===== config.mk =====
export PLATFORM = sky130hd
export DESIGN_NAME = countdown_with_reminders_top
export DESIGN_NICKNAME = d
export VERILOG_FILES = /design/src/rtl/cwr_pkg.sv /design/src/rtl/cwr_ctrl.sv /design/src/rtl/cwr_datapath.sv /design/src/rtl/countdown_with_reminders_top.sv
export SDC_FILE = /design/constraint.sdc
export NUM_CORES = 2
export LEC_CHECK = 0
export ABC_AREA = 1
export BUFFER_PORTS_ARGS = -buffer_cell sky130_fd_sc_hd__buf_2
export CAP_MARGIN = 20
export CORE_ASPECT_RATIO = 0.75
export CORE_MARGIN = 3
export CORE_UTILIZATION = 37
export CTS_CLUSTER_DIAMETER = 30
export DETAILED_ROUTE_END_ITERATION = 12
export SETUP_SLACK_MARGIN = 0.2
export SYNTH_ARGS = -nofsm -noshare
export SYNTH_HDL_FRONTEND = slang
export SYNTH_SLANG_ARGS = --single-unit

===== constraint.sdc =====
create_clock -name clock -period 9.8 [get_ports clock]
set_input_delay 0.98 -clock clock [delete_from_list [all_inputs] [get_ports clock]]
set_output_delay 0.98 -clock clock [all_outputs]
set_load 0.02 [all_outputs]

===== src/rtl/cwr_pkg.sv =====
`default_nettype none

package cwr_pkg;

   // Duration and reminder limits.
   localparam logic [31:0] MIN_DURATION_MS = 32'd1000;
   localparam logic [31:0] MAX_DURATION_MS = 32'd86400000;
   localparam logic [9:0]  REMINDER_MIN    = 10'd1;
   localparam logic [9:0]  REMINDER_MAX    = 10'd720;
   localparam logic [15:0] MS_PER_MIN      = 16'd60000;

   // Command codes carried in the mode field.
   localparam logic [2:0] MODE_POLL   = 3'd0;
   localparam logic [2:0] MODE_START  = 3'd1;
   localparam logic [2:0] MODE_PAUSE  = 3'd2;
   localparam logic [2:0] MODE_RESUME = 3'd3;
   localparam logic [2:0] MODE_RESET  = 3'd4;
   localparam logic [2:0] MODE_SET    = 3'd5;
   localparam logic [2:0] MODE_ADJUST = 3'd6;

   // One quotient bit per divider step; the dividend is 33 bits wide.
   localparam int DIV_STEPS = 33;
   localparam int CNT_W     = $clog2(DIV_STEPS);

   typedef enum logic [1:0] {
      PH_READY    = 2'd0,
      PH_RUNNING  = 2'd1,
      PH_PAUSED   = 2'd2,
      PH_FINISHED = 2'd3
   } phase_type;

   typedef struct packed {
      logic load;
      logic prep;
      logic div_init;
      logic div_step;
      logic mul;
      logic commit;
   } cmd_type;

   typedef struct packed {
      logic need_div;
   } status_type;

endpackage

`default_nettype wire


===== src/rtl/cwr_ctrl.sv =====
`default_nettype none

module cwr_ctrl (
   input  logic               clock,
   input  logic               reset,
   input  logic               req_valid,
   output logic               req_ready,
   output logic               rsp_valid,
   input  logic               rsp_ready,
   input  cwr_pkg::status_type status,
   output cwr_pkg::cmd_type    cmd
);
   import cwr_pkg::*;

   typedef enum logic [2:0] {
      S_IDLE,
      S_PREP,
      S_INIT,
      S_DIV,
      S_MUL,
      S_DONE
   } state_type;

   state_type        state_ff;
   logic [CNT_W-1:0] cnt_ff;
   logic             rsp_valid_ff;
   logic             slot_free;

   // The result register may still hold the previous beat; wait for it to drain.
   assign slot_free = !rsp_valid_ff || rsp_ready;

   assign req_ready = (state_ff == S_IDLE);
   assign rsp_valid = rsp_valid_ff;

   assign cmd.load     = (state_ff == S_IDLE) && req_valid;
   assign cmd.prep     = (state_ff == S_PREP);
   assign cmd.div_init = (state_ff == S_INIT);
   assign cmd.div_step = (state_ff == S_DIV);
   assign cmd.mul      = (state_ff == S_MUL);
   assign cmd.commit   = (state_ff == S_DONE) && slot_free;

   always_ff @(posedge clock) begin
      if (reset) begin
         state_ff     <= S_IDLE;
         cnt_ff       <= '0;
         rsp_valid_ff <= 1'b0;
      end else begin
         if (cmd.commit) begin
            rsp_valid_ff <= 1'b1;
         end else if (rsp_ready) begin
            rsp_valid_ff <= 1'b0;
         end
         unique case (state_ff)
            S_IDLE: begin
               if (req_valid) begin
                  state_ff <= S_PREP;
               end
            end
            S_PREP: begin
               state_ff <= S_INIT;
            end
            S_INIT: begin
               cnt_ff <= '0;
               if (status.need_div) begin
                  state_ff <= S_DIV;
               end else begin
                  state_ff <= S_DONE;
               end
            end
            S_DIV: begin
               if (cnt_ff == CNT_W'(DIV_STEPS - 1)) begin
                  state_ff <= S_MUL;
               end else begin
                  cnt_ff <= cnt_ff + 1'b1;
               end
            end
            S_MUL: begin
               state_ff <= S_DONE;
            end
            S_DONE: begin
               if (slot_free) begin
                  state_ff <= S_IDLE;
               end
            end
            default: begin
               state_ff <= S_IDLE;
            end
         endcase
      end
   end

endmodule

`default_nettype wire


===== src/rtl/cwr_datapath.sv =====
`default_nettype none

module cwr_datapath (
   input  logic                clock,
   input  logic                reset,
   input  cwr_pkg::cmd_type    cmd,
   output cwr_pkg::status_type status,
   input  logic [2:0]          req_mode,
   input  logic [47:0]         req_now_ms,
   input  logic signed [32:0]  req_duration_arg,
   input  logic                csr_wr_en,
   input  logic [9:0]          csr_wr_data,
   output logic                rsp_accepted,
   output logic [1:0]          rsp_phase,
   output logic [31:0]         rsp_remaining_ms,
   output logic                rsp_finished_now,
   output logic [16:0]         rsp_milestone_minutes
);
   import cwr_pkg::*;

   // Configuration and timer state.
   logic [9:0]  interval_ff;
   phase_type   phase_ff,  phase_in;
   logic [31:0] dur_ff,    dur_in;
   logic [31:0] held_ff,   held_in;
   logic [48:0] end_ff,    end_in;
   logic [31:0] last_ff,   last_in;

   // Latched command beat.
   logic [2:0]         mode_ff;
   logic [47:0]        now_ff;
   logic signed [32:0] arg_ff;

   // Values prepared from the command.
   logic [31:0] rem_ff,     rem_in;
   logic [25:0] step_ff,    step_in;
   logic        ok_ff,      ok_in;
   logic [31:0] clamp_ff,   clamp_in;
   logic [48:0] end_new_ff, end_new_in;

   // Serial divider and milestone check.
   logic [32:0] n_ff, n_in;
   logic [32:0] num_ff;
   logic [25:0] rmd_ff;
   logic [26:0] trial;
   logic        trial_ge;
   logic [32:0] mstep;
   logic        hit_ff;
   logic [26:0] mile_ff;

   // Result register.
   logic        acc_o_ff,  acc_in;
   logic [1:0]  phase_o_ff;
   logic [31:0] rem_o_ff,  rem_o_in;
   logic        fin_o_ff,  fin_in;
   logic [16:0] mile_o_ff, mile_in;

   logic [49:0]        diff;
   logic [31:0]        run_rem;
   logic signed [33:0] arg_ext;
   logic signed [33:0] edit_val;

   // Remaining time at the command's timestamp, as seen before the command.
   always_comb begin
      diff = {1'b0, end_ff} - {2'b00, now_ff};
      if (end_ff <= {1'b0, now_ff}) begin
         run_rem = '0;
      end else if (diff[49:32] != '0) begin
         run_rem = '1;
      end else begin
         run_rem = diff[31:0];
      end
      rem_in = (phase_ff == PH_RUNNING) ? run_rem : held_ff;
   end

   assign step_in = {16'b0, interval_ff} * {10'b0, MS_PER_MIN};
   assign ok_in   = (interval_ff != '0) && (interval_ff >= REMINDER_MIN)
                    && (interval_ff <= REMINDER_MAX);

   always_comb begin
      arg_ext = {arg_ff[32], arg_ff};
      if (mode_ff == MODE_SET) begin
         edit_val = arg_ext;
      end else begin
         edit_val = $signed({2'b00, dur_ff}) + arg_ext;
      end
      priority if (edit_val < $signed({2'b00, MIN_DURATION_MS})) begin
         clamp_in = MIN_DURATION_MS;
      end else if (edit_val > $signed({2'b00, MAX_DURATION_MS})) begin
         clamp_in = MAX_DURATION_MS;
      end else begin
         clamp_in = edit_val[31:0];
      end
   end

   assign end_new_in = {1'b0, now_ff}
                       + {17'b0, ((mode_ff == MODE_RESUME) ? held_ff : dur_ff)};

   // Ceiling division: divide rem + step - 1 by step, then the multiple of
   // step at or above rem is the dividend minus the remainder.
   assign n_in     = {1'b0, rem_ff} + {7'b0, step_ff} - 33'd1;
   assign trial    = {rmd_ff, num_ff[32]};
   assign trial_ge = (trial >= {1'b0, step_ff});
   assign mstep    = n_ff - {7'b0, rmd_ff};

   assign status.need_div = (mode_ff == MODE_POLL) && (phase_ff == PH_RUNNING)
                            && (rem_ff != '0) && ok_ff;

   always_comb begin
      phase_in = phase_ff;
      dur_in   = dur_ff;
      held_in  = held_ff;
      end_in   = end_ff;
      last_in  = last_ff;
      acc_in   = 1'b1;
      fin_in   = 1'b0;
      mile_in  = '0;
      rem_o_in = rem_ff;
      unique case (mode_ff)
         MODE_POLL: begin
            if (phase_ff == PH_RUNNING) begin
               if (rem_ff == '0) begin
                  phase_in = PH_FINISHED;
                  held_in  = '0;
                  last_in  = '0;
                  fin_in   = 1'b1;
               end else if (ok_ff) begin
                  last_in = rem_ff;
                  if (hit_ff) begin
                     mile_in = (mile_ff[26:17] != '0) ? '1 : mile_ff[16:0];
                  end
               end
            end
         end
         MODE_START: begin
            if (phase_ff == PH_RUNNING || phase_ff == PH_PAUSED) begin
               acc_in = 1'b0;
            end else begin
               end_in   = end_new_ff;
               held_in  = dur_ff;
               last_in  = dur_ff;
               phase_in = PH_RUNNING;
               rem_o_in = dur_ff;
            end
         end
         MODE_PAUSE: begin
            if (phase_ff == PH_RUNNING) begin
               held_in  = rem_ff;
               phase_in = PH_PAUSED;
            end else begin
               acc_in = 1'b0;
            end
         end
         MODE_RESUME: begin
            if (phase_ff == PH_PAUSED) begin
               end_in   = end_new_ff;
               phase_in = PH_RUNNING;
            end else begin
               acc_in = 1'b0;
            end
         end
         MODE_RESET: begin
            phase_in = PH_READY;
            held_in  = dur_ff;
            end_in   = '0;
            last_in  = '0;
            rem_o_in = dur_ff;
         end
         MODE_SET, MODE_ADJUST: begin
            if (phase_ff == PH_RUNNING || phase_ff == PH_PAUSED) begin
               acc_in = 1'b0;
            end else begin
               dur_in   = clamp_ff;
               held_in  = clamp_ff;
               phase_in = PH_READY;
               rem_o_in = clamp_ff;
            end
         end
         default: begin
            acc_in = 1'b0;
         end
      endcase
   end

   always_ff @(posedge clock) begin
      if (reset) begin
         interval_ff <= '0;
         phase_ff    <= PH_READY;
         dur_ff      <= MIN_DURATION_MS;
         held_ff     <= MIN_DURATION_MS;
         end_ff      <= '0;
         last_ff     <= '0;
      end else begin
         if (csr_wr_en) begin
            interval_ff <= csr_wr_data;
         end
         if (cmd.commit) begin
            phase_ff <= phase_in;
            dur_ff   <= dur_in;
            held_ff  <= held_in;
            end_ff   <= end_in;
            last_ff  <= last_in;
         end
      end
   end

   always_ff @(posedge clock) begin
      if (cmd.load) begin
         mode_ff <= req_mode;
         now_ff  <= req_now_ms;
         arg_ff  <= req_duration_arg;
      end
      if (cmd.prep) begin
         rem_ff     <= rem_in;
         step_ff    <= step_in;
         ok_ff      <= ok_in;
         clamp_ff   <= clamp_in;
         end_new_ff <= end_new_in;
      end
      if (cmd.div_init) begin
         n_ff   <= n_in;
         num_ff <= n_in;
         rmd_ff <= '0;
      end else if (cmd.div_step) begin
         num_ff <= {num_ff[31:0], trial_ge};
         rmd_ff <= trial_ge ? 26'(trial - {1'b0, step_ff}) : trial[25:0];
      end
      if (cmd.mul) begin
         hit_ff  <= (mstep < {1'b0, last_ff});
         mile_ff <= {10'b0, num_ff[16:0]} * {17'b0, interval_ff};
      end
      if (cmd.commit) begin
         acc_o_ff   <= acc_in;
         phase_o_ff <= phase_in;
         rem_o_ff   <= rem_o_in;
         fin_o_ff   <= fin_in;
         mile_o_ff  <= mile_in;
      end
   end

   assign rsp_accepted          = acc_o_ff;
   assign rsp_phase             = phase_o_ff;
   assign rsp_remaining_ms      = rem_o_ff;
   assign rsp_finished_now      = fin_o_ff;
   assign rsp_milestone_minutes = mile_o_ff;

endmodule

`default_nettype wire


===== src/rtl/countdown_with_reminders_top.sv =====
`default_nettype none

// Channel   Direction  Handshake              Payload
// req       in         req_valid/req_ready    mode, now_ms, duration_arg
// rsp       out        rsp_valid/rsp_ready    accepted, phase, remaining_ms,
//                                             finished_now, milestone_minutes
// csr       in         csr_wr_en              reminder_interval_min
//
// A poll that checks for a reminder milestone loads its result only after the
// 33-step serial divider has run; every other beat skips the divider.
// The next beat is accepted only once the result of the last one is loaded.
// Reset is synchronous and returns the timer to ready with the minimum duration.
// A stalled result holds in its register; the block waits before loading the next.

module countdown_with_reminders_top (
   input  logic               clock,
   input  logic               reset,
   input  logic               req_valid,
   output logic               req_ready,
   input  logic [2:0]         req_mode,
   input  logic [47:0]        req_now_ms,
   input  logic signed [32:0] req_duration_arg,
   output logic               rsp_valid,
   input  logic               rsp_ready,
   output logic               rsp_accepted,
   output logic [1:0]         rsp_phase,
   output logic [31:0]        rsp_remaining_ms,
   output logic               rsp_finished_now,
   output logic [16:0]        rsp_milestone_minutes,
   input  logic               csr_wr_en,
   input  logic [9:0]         csr_wr_data
);
   import cwr_pkg::*;

   cmd_type    cmd;
   status_type status;

   cwr_ctrl u_ctrl (
      .clock     (clock),
      .reset     (reset),
      .req_valid (req_valid),
      .req_ready (req_ready),
      .rsp_valid (rsp_valid),
      .rsp_ready (rsp_ready),
      .status    (status),
      .cmd       (cmd)
   );

   cwr_datapath u_datapath (
      .clock                 (clock),
      .reset                 (reset),
      .cmd                   (cmd),
      .status                (status),
      .req_mode              (req_mode),
      .req_now_ms            (req_now_ms),
      .req_duration_arg      (req_duration_arg),
      .csr_wr_en             (csr_wr_en),
      .csr_wr_data           (csr_wr_data),
      .rsp_accepted          (rsp_accepted),
      .rsp_phase             (rsp_phase),
      .rsp_remaining_ms      (rsp_remaining_ms),
      .rsp_finished_now      (rsp_finished_now),
      .rsp_milestone_minutes (rsp_milestone_minutes)
   );

endmodule

`default_nettype wire


Word level (Yosys, flattened, before mapping). Cells that the tools add are included.

Flip-flop bits (word level): 559. Bits of input ports: 99. Output and inout port bits: 55. Word-level logic and storage cells: 156.

Add/sub/neg operators: 8. $mul: 2. $lt $le $gt $ge: 7. Equality and inequality tests: 25. Multiplexer cells: 47. Bitwise logic cells: 5. Reduce and logical (&&, ||, !) cells: 34.

Operators by type and width (count): $mux W32 (14); $pmux W32 S3 (2); $pmux W32 S5 (1); $pmux W49 S3 (1); $mux W49 (2); $mux W33 (2); $sub A49 B48 Y50 (1); $add A48 B32 Y49 (1); $le A49 B48 Y1 (1); $add A33 B33 Y34 (1); $gt A34 B28 Y1 const B (1); $lt A34 B11 Y1 const B (1); $mux W34 (1); $add A32 B26 Y33 (1); $lt A33 B32 Y1 (1); $sub A33 B1 Y33 const B (1); $sub A33 B26 Y33 (1); $logic_not A32 Y1 (1); $reduce_bool A32 Y1 (1); $ge A27 B26 Y1 (1); $mul A17 B10 Y27 (1); $mux W27 (1); $mux W26 (1); $sub A26 B26 Y26 (1); 40 further kinds (88).

Longest topological paths before layout.
Depth after elaboration: 6. Mapped depth: 26. Depth with buffers taken out: 24.

Cells and area by module. Synthesis repeated with hierarchy kept, for this count alone.

Cell total of the unflattened synthesis: 5630. Area total of the unflattened synthesis: 43869.6 um^2.

By module, submodules not included: cwr_datapath (times used 1, cells an instance 5540, area an instance 43269.0 um^2, sequential area each 14654.1 um^2); cwr_ctrl (times used 1, cells an instance 90, area an instance 600.6 um^2, sequential area each 200.2 um^2).

Worst setup path before layout. OpenSTA, ideal clock, no wires.

Path type: reg-to-reg. Start point: reg u_ctrl.state_ff[0]. End point: reg u_datapath.clamp_ff[0], enable pin. Library setup time: 0.631 ns. Arrival time: 6.069 ns. Data required time: 9.169 ns. Slack: 3.101 ns. Stages on the path, launching flop included: 3. Path buffers: 0. Period minus slack after synthesis: 6.699 ns. Path through: dfxtp_1 > nand2_1 > nor2_1.

Word-level cells in the longest chain between the ends: 1.

RTL lines: start, declared (RTL line cwr_ctrl.sv:24) `state_type state_ff;`; start signal, assigned (RTL line cwr_ctrl.sv:44) `state_ff <= S_IDLE;`; start signal, assigned (RTL line cwr_ctrl.sv:56) `state_ff <= S_PREP;`; start signal, assigned (RTL line cwr_ctrl.sv:60) `state_ff <= S_INIT;`; $eq A3 B1 Y1 (RTL line cwr_ctrl.sv:36) `assign cmd.prep = (state_ff == S_PREP);`; end signal, assigned (RTL line cwr_datapath.sv:217) `clamp_ff <= clamp_in;`; end, declared (RTL line cwr_datapath.sv:38) `logic [31:0] clamp_ff, clamp_in;`.

Every way passes these cells. A chain may end at the register's enable or synchronous reset.

Final worst setup path.
Start point: reg u_datapath.interval_ff[9]. End point: reg u_datapath.mile_ff[24] (data pin).

Word-level cells in the longest chain between the ends: 1.

RTL lines: start, declared (RTL line cwr_datapath.sv:22) `logic [9:0] interval_ff;`; start signal, assigned (RTL line cwr_datapath.sv:195) `interval_ff <= csr_wr_data;`; $mul A17 B10 Y27 (RTL line cwr_datapath.sv:230) `mile_ff <= {10'b0, num_ff[16:0]} * {17'b0, interval_ff};`; end signal, assigned (RTL line cwr_datapath.sv:230); end, declared (RTL line cwr_datapath.sv:49) `logic [26:0] mile_ff;`.

Every way passes these cells.

==> key figures <==
Final layout
  • Commonest non-fill, non-tap cell in the layout: nand2_1
  • Syn-to-layout area delta: 15.1%
  • Fin util: 43.3%
  • Post-route insts no fill: 7,421
  • Layout cells sized above 1: 8.18%
  • Commonest cells after routing, fill and taps aside: nand2_1, inv_1, a21oi_1, ha_1, edfxtp_1
  • # diodes: 0
  • Fin area: 50,600 µm²
  • Fin nets: 6,427

Placed design
  • Dpl hpwl: 116,000 µm
  • Area after DPL: 46,300 µm²
  • Port Buffer Count: 153
  • GP Congestion: 0.969
  • Setup Slack @ Placement: 3.86 ns
  • DP Cell Count: 7,196

Power
  • NetSw: 0.00433 W
  • Clk pwr share: 37.1%
  • PwrDens: 225 nW/µm²
  • Pint: 0.00705 W
  • Comb power frac: 36.0%
  • Switching share of total power: 38.1%
  • Leak Pwr: 23.5 nW
  • Peak supply drop: 0.164 mV
  • Reg power frac: 26.9%

Yosys
  • Post-synthesis register bit count: 559
  • Top-area cell type share of the netlist area: 25.0%
  • Synth warnings: 0
  • Mapped cell area: 44,000 µm²
  • Synth Area per Inst: 7.81 µm²
  • Cell count after synthesis: 5,624
  • Yosys cell types: 63
  • Largest cells by area after synthesis: edfxtp_1, ha_1, nand2_1
  • Part of the Yosys area used for sequential elements: 33.8%
  • Post-synth EDFFs: 366
  • Cell taking the most area after synthesis: edfxtp_1
  • Main flop type after synthesis: edfxtp_1
  • Async set-reset flop share out of synthesis: 0%

Timing
  • Final setup violation count: 0
  • Ratio of final minimum period to clock period: 61.0%
  • Fin. Hold Viols: 0
  • Minimum clock period: 5.98 ns
  • Fin. max-slew vios: 0
  • Clock Skew: 0.0384 ns
  • RSZ-0062 raised after global routing: no
  • Final WS setup: 3.82 ns
  • TNS Setup: 0 ns
  • Max Fclk: 0.167 GHz
  • Slew margin rel.: 17.9%
  • Slew at the pin closest to its max-slew limit: 1.23 ns

Die
  • Full die area: 123,000 µm²
  • Core area: 117,000 µm²
  • Die Wd: 404 µm
  • I/O pins: 154
  • Initial cell density of the core: 37.6%
  • Height of the die: 304 µm
  • Std-Cell Rows: 108

GRT
  • Largest net degree at the start of global routing: 75
  • Antenna violations before repair: 9
  • Vias in the first global route: 36,730
  • First-pass GRT wire length: 225,000 µm
  • Total GRT Usage: 23.7%
  • Grt ovf: 0

Worst hold path
  • Worst Hold Depth: 1
  • Hold path endpoint: u_datapath.arg_ff[23]
  • HP Class: in -> reg
  • Hold path startpoint: req_duration_arg[23]

Critical path
  • Crit end category: register
  • Flop2flop setup slack: 3.82 ns
  • Critical path class: reg -> reg
  • R2r endpoint: u_datapath.mile_ff[24]
  • Reg2Reg Depth: 22
  • CP Launch Type: register
  • Worst Path Required: 10.26 ns
  • Crit Reg-Reg Startpoint: u_datapath.interval_ff[9]
  • CP max FO: 17
  • WP data arrival: 6.44 ns

Routing
  • Drt wl/cell: 20.0 µm
  • DRC viols: 0
  • Via density: 5.28
  • Max Used Layer: met5
  • Routed Antenna Nets: 0
  • Via count: 39,148
  • Wire length on met3: 17,600 µm
  • Post-Route M1 WL: 71,300 µm
  • Drt first pass iters: 6
  • DRT iter0 DRCs: 4,173
  • Final WL: 148,000 µm
  • Routed wl met2: 55,700 µm

Clock tree
  • H-Tree Depth: 3
  • TritonCTS clock tree: built
  • Root Driver: clkbuf_16
  • Max clock buf depth: 3
  • Num CTS Buffers: 117
  • # clock sinks: 559
  • Post-CTS setup buffer count: 0
  • Clk slew on worst S/H paths: 0.05 ns
  • CTS Hold Bufs: 0
  • Worst skew pair latency: 0.74 ns
  • Post-cts resize count: 0

Flow run
  • Max-cap violation count: 0

Status
  • Outcome: finished, final reports clean
-- layout make-up --
| type | count | area, µm² |
|---|---|---|
| Fill cell | 11710 | 66200 |
| Multi-Input combinational cell | 3952 | 24900 |
| Sequential cell | 559 | 14900 |
| Inverter | 953 | 3580 |
| Clock buffer | 135 | 3040 |
| Tap cell | 1540 | 1930 |
| Clock inverter | 89 | 1200 |
| Timing Repair Buffer | 193 | 1070 |
-- registers in the layout, indices dropped and copies added, names as in the netlist, 33 cells and up --
| signal | cells |
|---|---|
| u_datapath.end_ff | 49 |
| u_datapath.end_new_ff | 49 |
| u_datapath.now_ff | 48 |
| u_datapath.arg_ff | 33 |
| u_datapath.n_ff | 33 |
| u_datapath.num_ff | 33 |
-- cell usage after synthesis, types with 12 or more instances --
| cell | count |
|---|---|
| o211ai_1 | 13 |
| edfxtp_1 | 366 |
| o2bb2ai_1 | 20 |
| nor2_1 | 372 |
| nor3_1 | 55 |
| a22oi_1 | 13 |
| xnor2_1 | 77 |
| a211oi_1 | 54 |
| nand3_1 | 245 |
| nand4_1 | 81 |
| a31oi_1 | 33 |
| a221oi_1 | 23 |
| a21oi_1 | 461 |
| xor2_1 | 132 |
| o21a_1 | 18 |
| fa_1 | 155 |
| a21boi_0 | 12 |
| buf_2 | 16 |
| inv_1 | 945 |
| nor2_2 | 19 |
| ha_1 | 397 |
| o21ai_0 | 326 |
| a21o_1 | 19 |
| o221ai_1 | 14 |
| clkbuf_1 | 133 |
| dfxtp_1 | 193 |
| o22ai_1 | 12 |
| nand2_1 | 1272 |
| nor4_1 | 17 |
-- power by group through the flow --
stage | clock (W) | combinational [W] | sequential, W
floorplan | 0 | 0.00293 | 0.00303
global placement | 0 | 0.00399 | 0.00309
detailed placement | 0 | 0.00401 | 0.00309
CTS | 0.00428 | 0.00404 | 0.00305
global route | 0.00440 | 0.00461 | 0.00308
finish | 0.00422 | 0.00410 | 0.00306
-- critical path: stages (launching register included) --
cell and delay, ns:
dfxtp_1 0.45, buf_4 0.30, nand2_1 0.11, fa_1 0.52
fa_1 0.54, inv_1 0.05, fa_1 0.50, fa_1 0.54
inv_1 0.05, fa_1 0.52, inv_1 0.04, ha_1 0.34
a21oi_1 0.24, nor2_1 0.07, nor2_1 0.09, o211ai_1 0.10
a21oi_1 0.27, o21ai_0 0.19, a21boi_0 0.33, o21ai_0 0.18
nand2_1 0.08, nand2_1 0.05, xor2_1 0.14
-- through the flow --
stage	total power [W]	hold WS, ns
floorplan	0.00596	0.440
global placement	0.00708	0.460
detailed placement	0.00710	0.462
CTS	0.0114	0.372
global route	0.0121	0.377
finish	0.0114	0.426
-- layer usage --
metal  global-route usage (%)  vias up
li1                         -    18889
met1                     36.4    18375
met2                     31.2     1689
met3                     8.25      189
met4                     5.68        6
met5                        0        -
-- kinds of logic (layout without fill, tap and decap cells) --
| family | count (synthesis) | after routing | synth area share [%] |
|---|---|---|---|
| and+or+nand+nor | 2119 | 2119 | 20.1 |
| buffers and inverters | 1117 | 1370 | 9.72 |
| AOI/OAI and AO/OA | 1063 | 1063 | 13.8 |
| DFF | 559 | 559 | 33.8 |
| adders and majority gates | 552 | 552 | 18.4 |
| xor gates and xnor gates | 209 | 209 | 4.16 |
| muxes | 4 | 4 | 0.0911 |
| other | 1 | 5 | 0.00853 |
-- worst max-delay path by stage --
stage	endpoint	cells past startpoint	slack, ns	startpoint
finish	u_datapath.mile_ff[24]	22	3.82	u_datapath.interval_ff[9]
global route	u_datapath.mile_ff[24]	22	3.38	u_datapath.interval_ff[4]
CTS	u_datapath.mile_ff[24]	22	3.86	u_datapath.interval_ff[9]
detailed placement	u_datapath.mile_ff[24]	22	3.86	u_datapath.interval_ff[9]
global placement	u_datapath.mile_ff[24]	22	3.94	u_datapath.interval_ff[9]
floorplan	u_datapath.clamp_ff[0]	2	3.10	u_ctrl.state_ff[0]
Note: power is estimated with default switching activity, not from simulation.
